<file path="config.mk">
export PLATFORM = sky130hd
export DESIGN_NAME = irdfd_frame
export DESIGN_NICKNAME = d
export VERILOG_FILES = /design/src/irdfd_pkg.sv /design/src/irdfd_frame.sv
export SDC_FILE = /design/constraint.sdc
export NUM_CORES = 1
export LEC_CHECK = 0
export BUFFER_PORTS_ARGS = -buffer_cell sky130_fd_sc_hd__buf_4
export CORE_UTILIZATION = 46
export CTS_CLUSTER_DIAMETER = 40
export CTS_CLUSTER_SIZE = 14
export DETAILED_ROUTE_END_ITERATION = 8
export PLACE_DENSITY = 0.71
export SYNTH_ARGS = -nofsm -noshare
export SYNTH_HDL_FRONTEND = slang
export SYNTH_SLANG_ARGS = --single-unit
</file>
<file path="constraint.sdc">
create_clock -name clk -period 1.6 [get_ports clk]
set_input_delay 0.16 -clock clk [delete_from_list [all_inputs] [get_ports clk]]
set_output_delay 0.16 -clock clk [all_outputs]
set_load 0.05 [all_outputs]
</file>
<file path="src/irdfd_pkg.sv">
// Shared types and constants for the infrared detector frame decoder.
package irdfd_pkg;

  localparam int BYTE_W  = 8;
  localparam int ADDR_W  = 11;
  localparam int TIME_W  = 32;
  localparam int TMO_W   = 16;
  localparam int IDX_W   = 8;
  localparam int IDX_SPAN = 1 << IDX_W;

  localparam logic [BYTE_W-1:0] SYNC_BYTE     = 8'hFF;
  localparam logic [TMO_W-1:0]  TIMEOUT_RESET = 16'd250;
  localparam logic [1:0]        LAST_HDR_POS  = 2'd2;

  typedef enum logic [1:0] {
    OP_BYTE = 2'd0,
    OP_TICK = 2'd1,
    OP_SCAN = 2'd2
  } op_t;

  typedef enum logic [1:0] {
    EV_DETECT  = 2'd0,
    EV_RELEASE = 2'd1,
    EV_BEYOND  = 2'd2
  } event_kind_t;

  typedef struct packed {
    logic              valid;
    logic [ADDR_W-1:0] addr;
    logic [BYTE_W-1:0] loco;
  } det_t;

  typedef struct packed {
    logic             tick;
    logic             scan;
    logic [IDX_W-1:0] idx;
  } req_t;

  typedef struct packed {
    logic              valid;
    event_kind_t       kind;
    logic [ADDR_W-1:0] addr;
    logic [BYTE_W-1:0] loco;
    logic              occ;
  } res_t;

endpackage

</file>
<file path="src/irdfd_frame.sv">
// Byte sync search and 3-byte frame assembly.
module irdfd_frame
  import irdfd_pkg::*;
(
  input  logic              clk,
  input  logic              rst,
  input  logic              en,
  input  logic [BYTE_W-1:0] rx_byte,
  output det_t              det
);

  logic              in_sync;
  logic [BYTE_W-1:0] previous_byte;
  logic [1:0]        frame_position;
  logic [BYTE_W-1:0] frame_b0;
  logic [BYTE_W-1:0] frame_b1;

  always_ff @(posedge clk) begin
    if (rst) begin
      in_sync        <= 1'b0;
      previous_byte  <= '0;
      frame_position <= '0;
    end else if (en) begin
      previous_byte <= rx_byte;
      if (in_sync) begin
        if (frame_position == LAST_HDR_POS) begin
          frame_position <= '0;
        end else begin
          frame_position <= frame_position + 2'd1;
        end
      end else if (rx_byte == SYNC_BYTE && previous_byte == SYNC_BYTE) begin
        in_sync <= 1'b1;
      end
    end
  end

  always_ff @(posedge clk) begin
    if (en && in_sync) begin
      if (frame_position == 2'd0) begin
        frame_b0 <= rx_byte;
      end
      if (frame_position == 2'd1) begin
        frame_b1 <= rx_byte;
      end
    end
  end

  always_comb begin
    det.valid = en && in_sync && frame_position == LAST_HDR_POS && frame_b0[0];
    det.addr  = {1'b0, frame_b0[7:1], 3'b000} + {3'b000, frame_b1} + 11'd1;
    det.loco  = rx_byte;
  end

endmodule

</file>
Yosys cells after proc, flatten, opt, wreduce, memory -nomap -nowiden
Cells that the tools add are included.

word-level totals
  input bits = 11
  memories = 0
  latch bits = 0
  bits in writable memories = 0
  register bits after elaboration = 27
  bits in read-only memories = 0
  output and inout port bits = 20
  logic and storage cells = 23

operators by class
  div/mod/pow operators = 0
  eq/ne operators = 4
  muxes and demuxes = 3
  add/subtract/negate cells = 3
  $mul = 0
  order comparisons = 0
  shifts and indexed selects = 0
  bitwise logic cells = 0
  reductions and logical operators = 8

operators by type and width
  kind                   count
  $eq 8x8->1 const B     2
  $add 10x8->11          1
  $add 11x1->11 const B  1
  $reduce_and 2->1       3
  $logic_and 1x1->1      4
  $add 2x1->2 const B    1
  $eq 2x1->1 const B     1
  $eq 2x2->1 const B     1
  $logic_not 2->1        1
  $mux 1                 2
  $mux 2                 1

Logic depth before layout (Yosys ltp)
Gate-level depths: netlist of the first run.

  depth after elaboration = 4
  mapped depth = 5
  gate-level depth less buffers = 5

Least setup slack after synthesis of the first run
No wires, ideal clock.

  path kind = register -> output
  start point = register frame_b0[2]
  end point = output det[16] (netlist name)
  path buffers = 0
  cell stages (with the launch flop) = 6
  arrival = 2.046 ns
  slack = -0.606 ns
  cell sequence = edfxtp_1 ha_1 a21o_1 a41o_1 a21bo_1 xor2_1

RTL lines
  what                      RTL line           text
  start: declaration        irdfd_frame.sv:15  logic [BYTE_W-1:0] frame_b0;
  start signal: assignment  irdfd_frame.sv:40  frame_b0 <= rx_byte;
  end: declaration          irdfd_frame.sv:9   output det_t det

==> impl_results.md, run 1 <==
- Hold path start: rx_byte[1]
- DRC viols: 0
- TritonRoute pass-1 iters: 4
- Grt ovf: 0
- Total Die Area: 2940 µm²
- Max Cap Violations: 0
- Outcome: finished with violations
- Max-slew violations: 0
- Fin crit share: 134%
- Fin crit period: 2150 ps
- Routed Antenna Nets: 0
- Unrepaired setup endpoints after global routing: yes
- CP endpoint kind: output port
- Final Hold Viols: 0
- Port Buffers: 30
- Vias in the first global route: 823
- Setup CP Type: flip-flop to output port
- Failing checks: setup timing
- Pre-CTS WS: -250 ps
- Worst r2r path cells: 3
- Layout area overhead: 44.6%
- Crit-path max FO: 2
- Crit. Startpoint: frame_b1[4]
- Largest net degree at the start of global routing: 15
- Final Wtd Congestion: 0.733
- Hold depth: 1
- Top cells by area, synth: edfxtp_1, dfxtp_1, mux2i_1
- Seq/Total Area, Yosys: 55.8%
- FP Rows: 18
- Post-CTS Hold Buffers: 0
- Initial antenna violation count: 0
- Root Buffer: clkbuf_4
- Worst Max-Slew Pin Slew: 397 ps
- Hold Path Class: primary input to flip-flop
- Global-route wire length before repair: 3500 µm
- Fillers: 181
- Post-DR wirelength/cell: 12.6 µm
- Cell Area, Synth: 1250 µm²
- Yosys top cell by area: edfxtp_1
- Layout cells sized above 1: 46.9%
- Slew headroom: 73.3%
- Commonest cells post-synth: edfxtp_1, dfxtp_1, nor2_1
- RR Startpoint: in_sync
- HPWL Detailed: 1690 µm
- Setup TNS: -3250 ps
- Mapped Cells: 105
- GR Util All Layers: 16.6%
- Clock skew: 2.43 ps
- ANT cells: 0
- DR iter-0 viols: 22
- Fin nets: 163
- Pwr dens: 626 nW/µm²
- Synthesized net count: 122
- Routed Wire Length: 2200 µm
- Core area: 2520 µm²
- Maximum clock insertion buffer count: 2
- TritonCTS clock tree: yes
- Synth top area share: 38.3%
- # setup viols final: 8
- Final WS setup: -552 ps
- Peak VDD IR: 0.721 mV
- Vias per cell: 5.14
- Fmax achieved: 0.465 GHz
- Clock Latency Late Sink: 300 ps
- Ys async rst share: 0%
- Distinct cells, synth: 30
- Die height: 54.2 µm
- Via Count: 900
- Io pins: 31
- Clock-pin slew on the worst setup and hold paths: 130 ps
- Worst EP arrival: 1990 ps
- Syn_area_per_cell: 12.0 µm²
- Register bit total from synthesis: 27
- Yosys warns: 0
- EDFF count, synth: 16
- Most common cell in the netlist: edfxtp_1
- Leak: 0.751 nW
- Critical Path Start Type: flip-flop
- Die span in x: 54.2 µm
- Sink Count: 27
- Worst Path Required: 1440 ps
- Worst reg2reg setup slack: 270 ps
- CTS Buf Count: 3
- Htree depth: 1
- Main flop type after synthesis: edfxtp_1
- Initial Utilization: 49.8%
[through the flow]
| step | util, % | hold WS, ps | power (mW) | instance area, µm² | cells |
|---|---|---|---|---|---|
| after detailed placement | 65.3 | 369 | 0.880 | 1650 | 167 |
| after global placement | 65.3 | 367 | 0.878 | 1650 | 167 |
| after global routing | 71.9 | 29.3 | 1.18 | 1810 | 175 |
| after CTS | 70.4 | 41.4 | 1.15 | 1780 | 174 |
| after floorplan | - | 229 | 0.845 | 1370 | 105 |
| final | 71.9 | 51.1 | 1.14 | 1810 | 175 |
[routing by layer]
layer,routed length [µm],track usage (%)
met4,12,5.13
met2,1200,30.7
met3,59,1.67
met1,926,20.2
met5,0,0
[cell type report]
type	count	area, µm²	share of cell area (%)
Multi-Input combinational cell	65	656	36.1
Tap cell	30	37.5	2.07
Timing Repair Buffer	46	383	21.1
Inverter	3	11.3	0.621
Clock buffer	4	26.3	1.45
Sequential cell	27	701	38.6
[placed cells by master, fill, tap and decap left out, types with 2 or more instances in the layout]
master    instances
inv_1             3
a21o_1            2
mux2i_1           7
buf_6             8
nand4_1           3
xor2_4            2
a21oi_1           3
a31oi_4           2
ha_4              3
buf_4            37
dfxtp_1          11
edfxtp_1         16
xor2_1            2
clkbuf_4          3
ha_1              2
nor2_1           11
nand2_1           6
[power breakdown]
part / switching [mW] / total [mW] / internal [mW]
registers: 0.00549 / 0.751 / 0.746
clock network: 0.176 / 0.273 / 0.0972
logic: 0.0702 / 0.111 / 0.0412
[cells by family (layout without fill, tap and decap cells)]
| group | Yosys count | count (layout) | share of synthesized area (%) |
|---|---|---|---|
| muxes | 8 | 8 | 6.38 |
| and+or+nand+nor | 30 | 30 | 11.5 |
| AOI/OAI and AO/OA | 14 | 14 | 8.87 |
| DFF | 27 | 27 | 55.8 |
| buffers and inverters | 13 | 53 | 6.58 |
| adders and majority gates | 6 | 6 | 5.98 |
| xor gates and xnor gates | 7 | 7 | 4.89 |
[final timing paths]
check,to
max,det[18]
min,frame_b0[1]
max reg2reg,frame_b0[4]
min reg2reg,previous_byte[1]
[sequential cells by signal (all words and copies together), names as in the netlist]
register        count
frame_b0            8
frame_b1            8
previous_byte       8
frame_position      2
in_sync             1
[what timing repair did]
| action | CTS | global route |
|---|---|---|
| hold endpoints to repair | 0 | 0 |
| setup buffers | 3 | 2 |
| gates cloned | 0 | 0 |
| pin swaps | 11 | 2 |
| setup endpoints to repair | 9 | 9 |
| gates resized for setup | 16 | 5 |
[worst max-delay path: stages (launching register included)]
cell and delay [ps]:
edfxtp_1 440, ha_4 260, a21o_1 190, a41o_1 250, a21bo_4 240, and3_4 150
buf_8 140
(Power assumes the default switching activity.)
==> inputs of run 2 (changes only) <==
- CORE_ASPECT_RATIO: unset -> 1.1
==> run 2 against run 1 <==
Effect of this change: the run still ends with setup timing left; count of clock-buffer cells in the layout stayed put; setup slack improved by 36 ps; via count shrank 2.7%; die area about the same; fmax is 1.7% higher; cell area is 3.3% lower; clock power down 2%; worst hold slack got worse by 6.4 ps; global-route usage up 0.13 points; wire length fell by 3.3%; register-to-register slack better by 20 ps.
==> impl_results.md, run 2 (same netlist as run 1, synthesis figures left out) <==
- Critical-path top delay cell: edfxtp_1 (unchanged)
- # placed instances: 168 (was 167)
- Slew headroom: 74.5% (was 73.3%)
- Die height: 56.8 µm (was 54.2 µm)
- Clock skew: 2.05 ps (was 2.43 ps)
- Layout Cells excl Fill: 173 (was 175)
- Port Buffers: 30 (unchanged)
- Vias in the first global route: 862 (was 823)
- FP Rows: 19 (was 18)
- Final Hold Viols: 0 (unchanged)
- Fin nets: 160 (was 163)
- Crit-path max FO: 2 (unchanged)
- Global-route wire length before repair: 3710 µm (was 3500 µm)
- WP buf/inv: 1 (unchanged)
- TritonCTS clock tree: yes (unchanged)
- Pwr dens: 646 nW/µm² (was 626 nW/µm²)
- GR Util All Layers: 16.8% (was 16.6%)
- Vias per cell: 5.06 (was 5.14)
- Fin crit period: 2120 ps (was 2150 ps)
- Setup CP Type: flip-flop to output port (unchanged)
- Core area: 2540 µm² (was 2520 µm²)
- Hold path start: rx_byte[1] (unchanged)
- Root Buffer: clkbuf_4 (unchanged)
- Worst EP arrival: 1960 ps (was 1990 ps)
- Layout area overhead: 39.8% (was 44.6%)
- Clock Latency Late Sink: 310 ps (was 300 ps)
- Unrepaired setup endpoints after global routing: yes (unchanged)
- Post-DR wirelength/cell: 12.3 µm (was 12.6 µm)
- Maximum clock insertion buffer count: 2 (unchanged)
- Outcome: finished with violations (unchanged)
- Largest registers: frame_b0 x8, frame_b1 x8, previous_byte x8 (unchanged)
- GRT met3 Usage: 1.63% (was 1.67%)
- Via Count: 876 (was 900)
- Hold Path Class: primary input to flip-flop (unchanged)
- Grt ovf: 0 (unchanged)
- Met2 Usage GRT: 30.2% (was 30.7%)
- ANT cells: 0 (unchanged)
- Critical Path Start Type: flip-flop (unchanged)
- Worst Max-Slew Pin Slew: 379 ps (was 397 ps)
- Fin crit share: 132% (was 134%)
- Htree depth: 1 (unchanged)
- Hold EP: frame_b1[1] (was frame_b0[1])
- Final WS setup: -516 ps (was -552 ps)
- # setup viols final: 8 (unchanged)
- Initial Utilization: 49.3% (was 49.8%)
- HPWL Detailed: 1720 µm (was 1690 µm)
- Fmax achieved: 0.473 GHz (was 0.465 GHz)
- CP delay by family, top: compound AO/OA/AOI/OAI gates (unchanged)
- Worst path cell trace: ha_4 > a21o_1 > a41o_1 > a21bo_4 > xor2_4 > buf_6 (was ha_4 > a21o_1 > a41o_1 > a21bo_4 > and3_4 > buf_8)
- Multi-input logic area: 628 µm² (was 656 µm²)
- DR iter-0 viols: 6 (was 22)
- Sink Count: 27 (unchanged)
- Hold depth: 1 (unchanged)
- Initial antenna violation count: 0 (unchanged)
- RR Startpoint: in_sync (unchanged)
- CP endpoint kind: output port (unchanged)
- Largest stage delay on the critical path: 430 ps (was 440 ps)
- Failing checks: setup timing (unchanged)
- Die span in x: 51.8 µm (was 54.2 µm)
- TritonRoute pass-1 iters: 4 (unchanged)
- Max Cap Violations: 0 (unchanged)
- Peak VDD IR: 0.686 mV (was 0.721 mV)
- Routed Antenna Nets: 0 (unchanged)
- Terminus of the critical flop-to-flop path: frame_b0[4] (unchanged)
- Worst r2r path cells: 3 (unchanged)
- Pre-CTS WS: -238 ps (was -250 ps)
- Worst Path Required: 1440 ps (about the same)
- Largest net degree at the start of global routing: 15 (unchanged)
- Met1 Resource Use GR: 20.2% (about the same)
- DRC viols: 0 (unchanged)
- Routed Wire Length: 2130 µm (was 2200 µm)
- Clock-pin slew on the worst setup and hold paths: 120 ps (was 130 ps)
- Final Wtd Congestion: 0.792 (was 0.733)
- Layout cells sized above 1: 45.8% (was 46.9%)
- Register Area: 701 µm² (unchanged)
- CTS Buf Count: 3 (unchanged)
- Fillers: 191 (was 181)
- Io pins: 31 (unchanged)
- Worst reg2reg setup slack: 290 ps (was 270 ps)
- Hold Worst Slack: 44.7 ps (was 51.1 ps)
- Total Die Area: 2940 µm² (about the same)
- Max-slew violations: 0 (unchanged)
- Crit. Startpoint: frame_b1[4] (unchanged)
- Most Crowded Layer GR: met2 (unchanged)
- Final core occ: 69.0% (was 71.9%)
- Leak: 0.730 nW (was 0.751 nW)
- Commonest non-fill, non-tap cell in the layout: buf_4 (unchanged)
- Most frequent cells in the layout: buf_4, edfxtp_1, nor2_1, dfxtp_1, mux2i_1 (was buf_4, edfxtp_1, nor2_1, dfxtp_1, buf_6)
[run 2: area by class of cell]
| class | instances | share of cell area [%] |
|---|---|---|
| multi-input cells | 65 | 35.8 |
| clock buffers | 4 | 1.50 |
| flip-flops and latches | 27 | 39.9 |
| inverters | 3 | 0.642 |
| well taps | 31 | 2.21 |
| repair buffers | 43 | 19.9 |
[run 2: worst max path at each step]
stage / endpoint / slack, ps / cells past startpoint
floorplan: det[12] / -190 / 3
global route: det[16] / -600 / 6
detailed placement: det[17] / -240 / 6
global placement: det[18] / -210 / 6
CTS: det[17] / -560 / 6
finish: det[16] / -520 / 6
[run 2: what timing repair did]
action,4_1_cts,5_1_grt
gates cloned,0,0
resized for setup,12,1
pin swaps,7,3
setup endpoints to repair,9,9
hold buffers,0,0
buffers inserted,1,0
[run 2: per-layer routing]
| metal | vias to the layer above | share of wire [%] |
|---|---|---|
| li1 | 444 | - |
| met1 | 408 | 42 |
| met2 | 20 | 54 |
| met3 | 4 | 2.7 |
| met4 | 0 | 1.6 |
| met5 | - | 0 |
[run 2: power by group]
group | switching (mW) | internal [mW] | total [mW]
combinational | 0.0710 | 0.0412 | 0.112
sequential | 0.00617 | 0.746 | 0.752
clock | 0.171 | 0.0973 | 0.268
total | 0.248 | 0.884 | 1.13
[run 2: per-stage QoR]
stage               TNS (ps)  total power, mW  area, µm²
CTS                    -3300             1.15       1750
finish                 -3130             1.13       1750
detailed placement     -1080            0.881       1650
global placement        -999            0.878       1650
floorplan               -901            0.845       1370
global route           -3890             1.18       1750
==> inputs of run 3 (changes only) <==
- CORE_MARGIN: unset -> 10
==> run 3 against run 2 <==
Effect of this change: the run still ends with setup timing left; combinational power about the same; via count fell by 0.11%; core utilization decreased by 0.20 points; critical path type unchanged; largest cell class unchanged.
==> impl_results.md, run 3 (same netlist as run 1, synthesis figures left out) <==
- Outcome: finished with violations (unchanged)
- Failing checks: setup timing (unchanged)
- Global-route wire length before repair: 4170 µm (was 3710 µm)
- Slew headroom: 75.7% (was 74.5%)
- Routed Wire Length: 2530 µm (was 2130 µm)
- Commonest non-fill, non-tap cell in the layout: buf_4 (unchanged)
- Htree depth: 1 (unchanged)
- TritonRoute pass-1 iters: 3 (was 4)
- Post-DR wirelength/cell: 14.5 µm (was 12.3 µm)
- Maximum clock insertion buffer count: 2 (unchanged)
- Clock skew: 6.69 ps (was 2.05 ps)
- Fin crit period: 2130 ps (was 2120 ps)
- Layout cells sized above 1: 46.9% (was 45.8%)
- Worst EP arrival: 1970 ps (was 1960 ps)
- Terminus of the critical flop-to-flop path: frame_b0[7] (was frame_b0[4])
- Via Count: 875 (was 876)
- Pwr dens: 639 nW/µm² (was 646 nW/µm²)
- Fmax achieved: 0.469 GHz (was 0.473 GHz)
- FP Rows: 19 (unchanged)
- Worst reg2reg setup slack: 290 ps (about the same)
- Max-slew violations: 0 (unchanged)
- Crit. Startpoint: frame_b0[2] (was frame_b1[4])
- Die height: 74.8 µm (was 56.8 µm)
- Root Buffer: clkbuf_4 (unchanged)
- Grt ovf: 0 (unchanged)
- Final WS setup: -533 ps (was -516 ps)
- Hold Path Class: primary input to flip-flop (unchanged)
- Critical Path Start Type: flip-flop (unchanged)
- Leak: 0.735 nW (was 0.730 nW)
- Initial antenna violation count: 0 (unchanged)
- Most frequent cells in the layout: buf_4, edfxtp_1, nor2_1, dfxtp_1, mux2i_1 (unchanged)
- ANT cells: 0 (unchanged)
- Worst Max-Slew Pin Slew: 361 ps (was 379 ps)
- Sink Count: 27 (unchanged)
- Routed Antenna Nets: 0 (unchanged)
- Port Buffers: 30 (unchanged)
- # setup viols final: 8 (unchanged)
- Io pins: 31 (unchanged)
- Final Wtd Congestion: 0.805 (was 0.792)
- Max Cap Violations: 0 (unchanged)
- HPWL Detailed: 2020 µm (was 1720 µm)
- Total Die Area: 5220 µm² (was 2940 µm²)
- Unrepaired setup endpoints after global routing: yes (unchanged)
- Layout area overhead: 40.7% (was 39.8%)
- Die span in x: 69.8 µm (was 51.8 µm)
- Fin nets: 161 (was 160)
- Overall power: 1.13 mW (about the same)
- Fillers: 190 (was 191)
- Fin crit share: 133% (was 132%)
- CTS Buf Count: 3 (unchanged)
- Worst r2r path cells: 3 (unchanged)
- Final Hold Viols: 0 (unchanged)
- CP endpoint kind: output port (unchanged)
- DR iter-0 viols: 56 (was 6)
- Largest net degree at the start of global routing: 15 (unchanged)
- Crit path capture: det[16] (unchanged)
- Clock-pin slew on the worst setup and hold paths: 120 ps (about the same)
- Clock Latency Late Sink: 300 ps (was 310 ps)
- Core area: 2570 µm² (was 2540 µm²)
- TritonCTS clock tree: yes (unchanged)
- Worst Path Required: 1440 ps (about the same)
- Largest registers: frame_b0 x8, frame_b1 x8, previous_byte x8 (unchanged)
- Vias per cell: 5.03 (was 5.06)
- Hold Worst Slack: 58.0 ps (was 44.7 ps)
- Vias in the first global route: 974 (was 862)
- Initial Utilization: 48.9% (was 49.3%)
- GR Util All Layers: 9.47% (was 16.8%)
- Crit-path max FO: 2 (unchanged)
- Peak VDD IR: 0.680 mV (was 0.686 mV)
- RR Startpoint: in_sync (unchanged)
- Setup CP Type: flip-flop to output port (unchanged)
- DRC viols: 0 (unchanged)
==> run 3: per-stage QoR <==
stage	setup WS [ps]	util, %	area [µm²]	TNS (ps)	instances
global placement	-207	64.2	1650	-990	168
detailed placement	-241	64.2	1650	-1230	168
finish	-533	68.8	1770	-3190	174
CTS	-553	67.7	1740	-3560	174
global route	-615	68.8	1770	-3840	174
floorplan	-193	-	1370	-901	105
==> run 3: report_power, final <==
part / leakage (nW) / switching [mW] / internal (mW) / total (mW)
sequential: 0.234 / 0.00640 / 0.746 / 0.752
combinational: 0.486 / 0.0720 / 0.0413 / 0.113
clock: 0.0150 / 0.166 / 0.0971 / 0.263
==> run 3: cell type report <==
class	instances	area [µm²]	area share, %
Sequential cell	27	701	39.7
Multi-Input combinational cell	65	628	35.6
Timing Repair Buffer	44	360	20.4
Tap cell	31	38.8	2.20
Clock buffer	4	26.3	1.49
Inverter	3	11.3	0.638
==> run 3: worst min-delay path by stage <==
stage	start	to	slack (ps)	cells after the start
finish	rx_byte[1]	frame_b1[1]	60	1
global route	rx_byte[1]	frame_b1[1]	40	1
CTS	rx_byte[1]	frame_b1[1]	40	1
detailed placement	rx_byte[1]	frame_b0[1]	370	1
global placement	rx_byte[1]	frame_b1[1]	370	1
floorplan	rst	previous_byte[1]	230	1
==> run 3: worst max-delay path, stage by stage, from the launching register on <==
cell	delay, ps
edfxtp_1	440
ha_4	260
a21o_1	170
a41o_1	250
a21bo_4	250
xor2_4	130
buf_6	170
==> run 3: layer usage <==
layer  global-route usage, %  vias to the layer above  routed length [µm]
met3                    2.50                        4                 112
met4                    4.17                        0                  31
met2                    18.7                       21                1360
met1                    9.13                      403                1020
li1                        -                      447                   -
met5                       0                        -                   0
==> run 3: what timing repair did <==
action / CTS / global route
gates resized for setup: 10 / 5
hold buffers: 0 / 0
endpoints found under the setup margin: 9 / 9
setup buffers: 2 / 0
pin swaps: 9 / 7
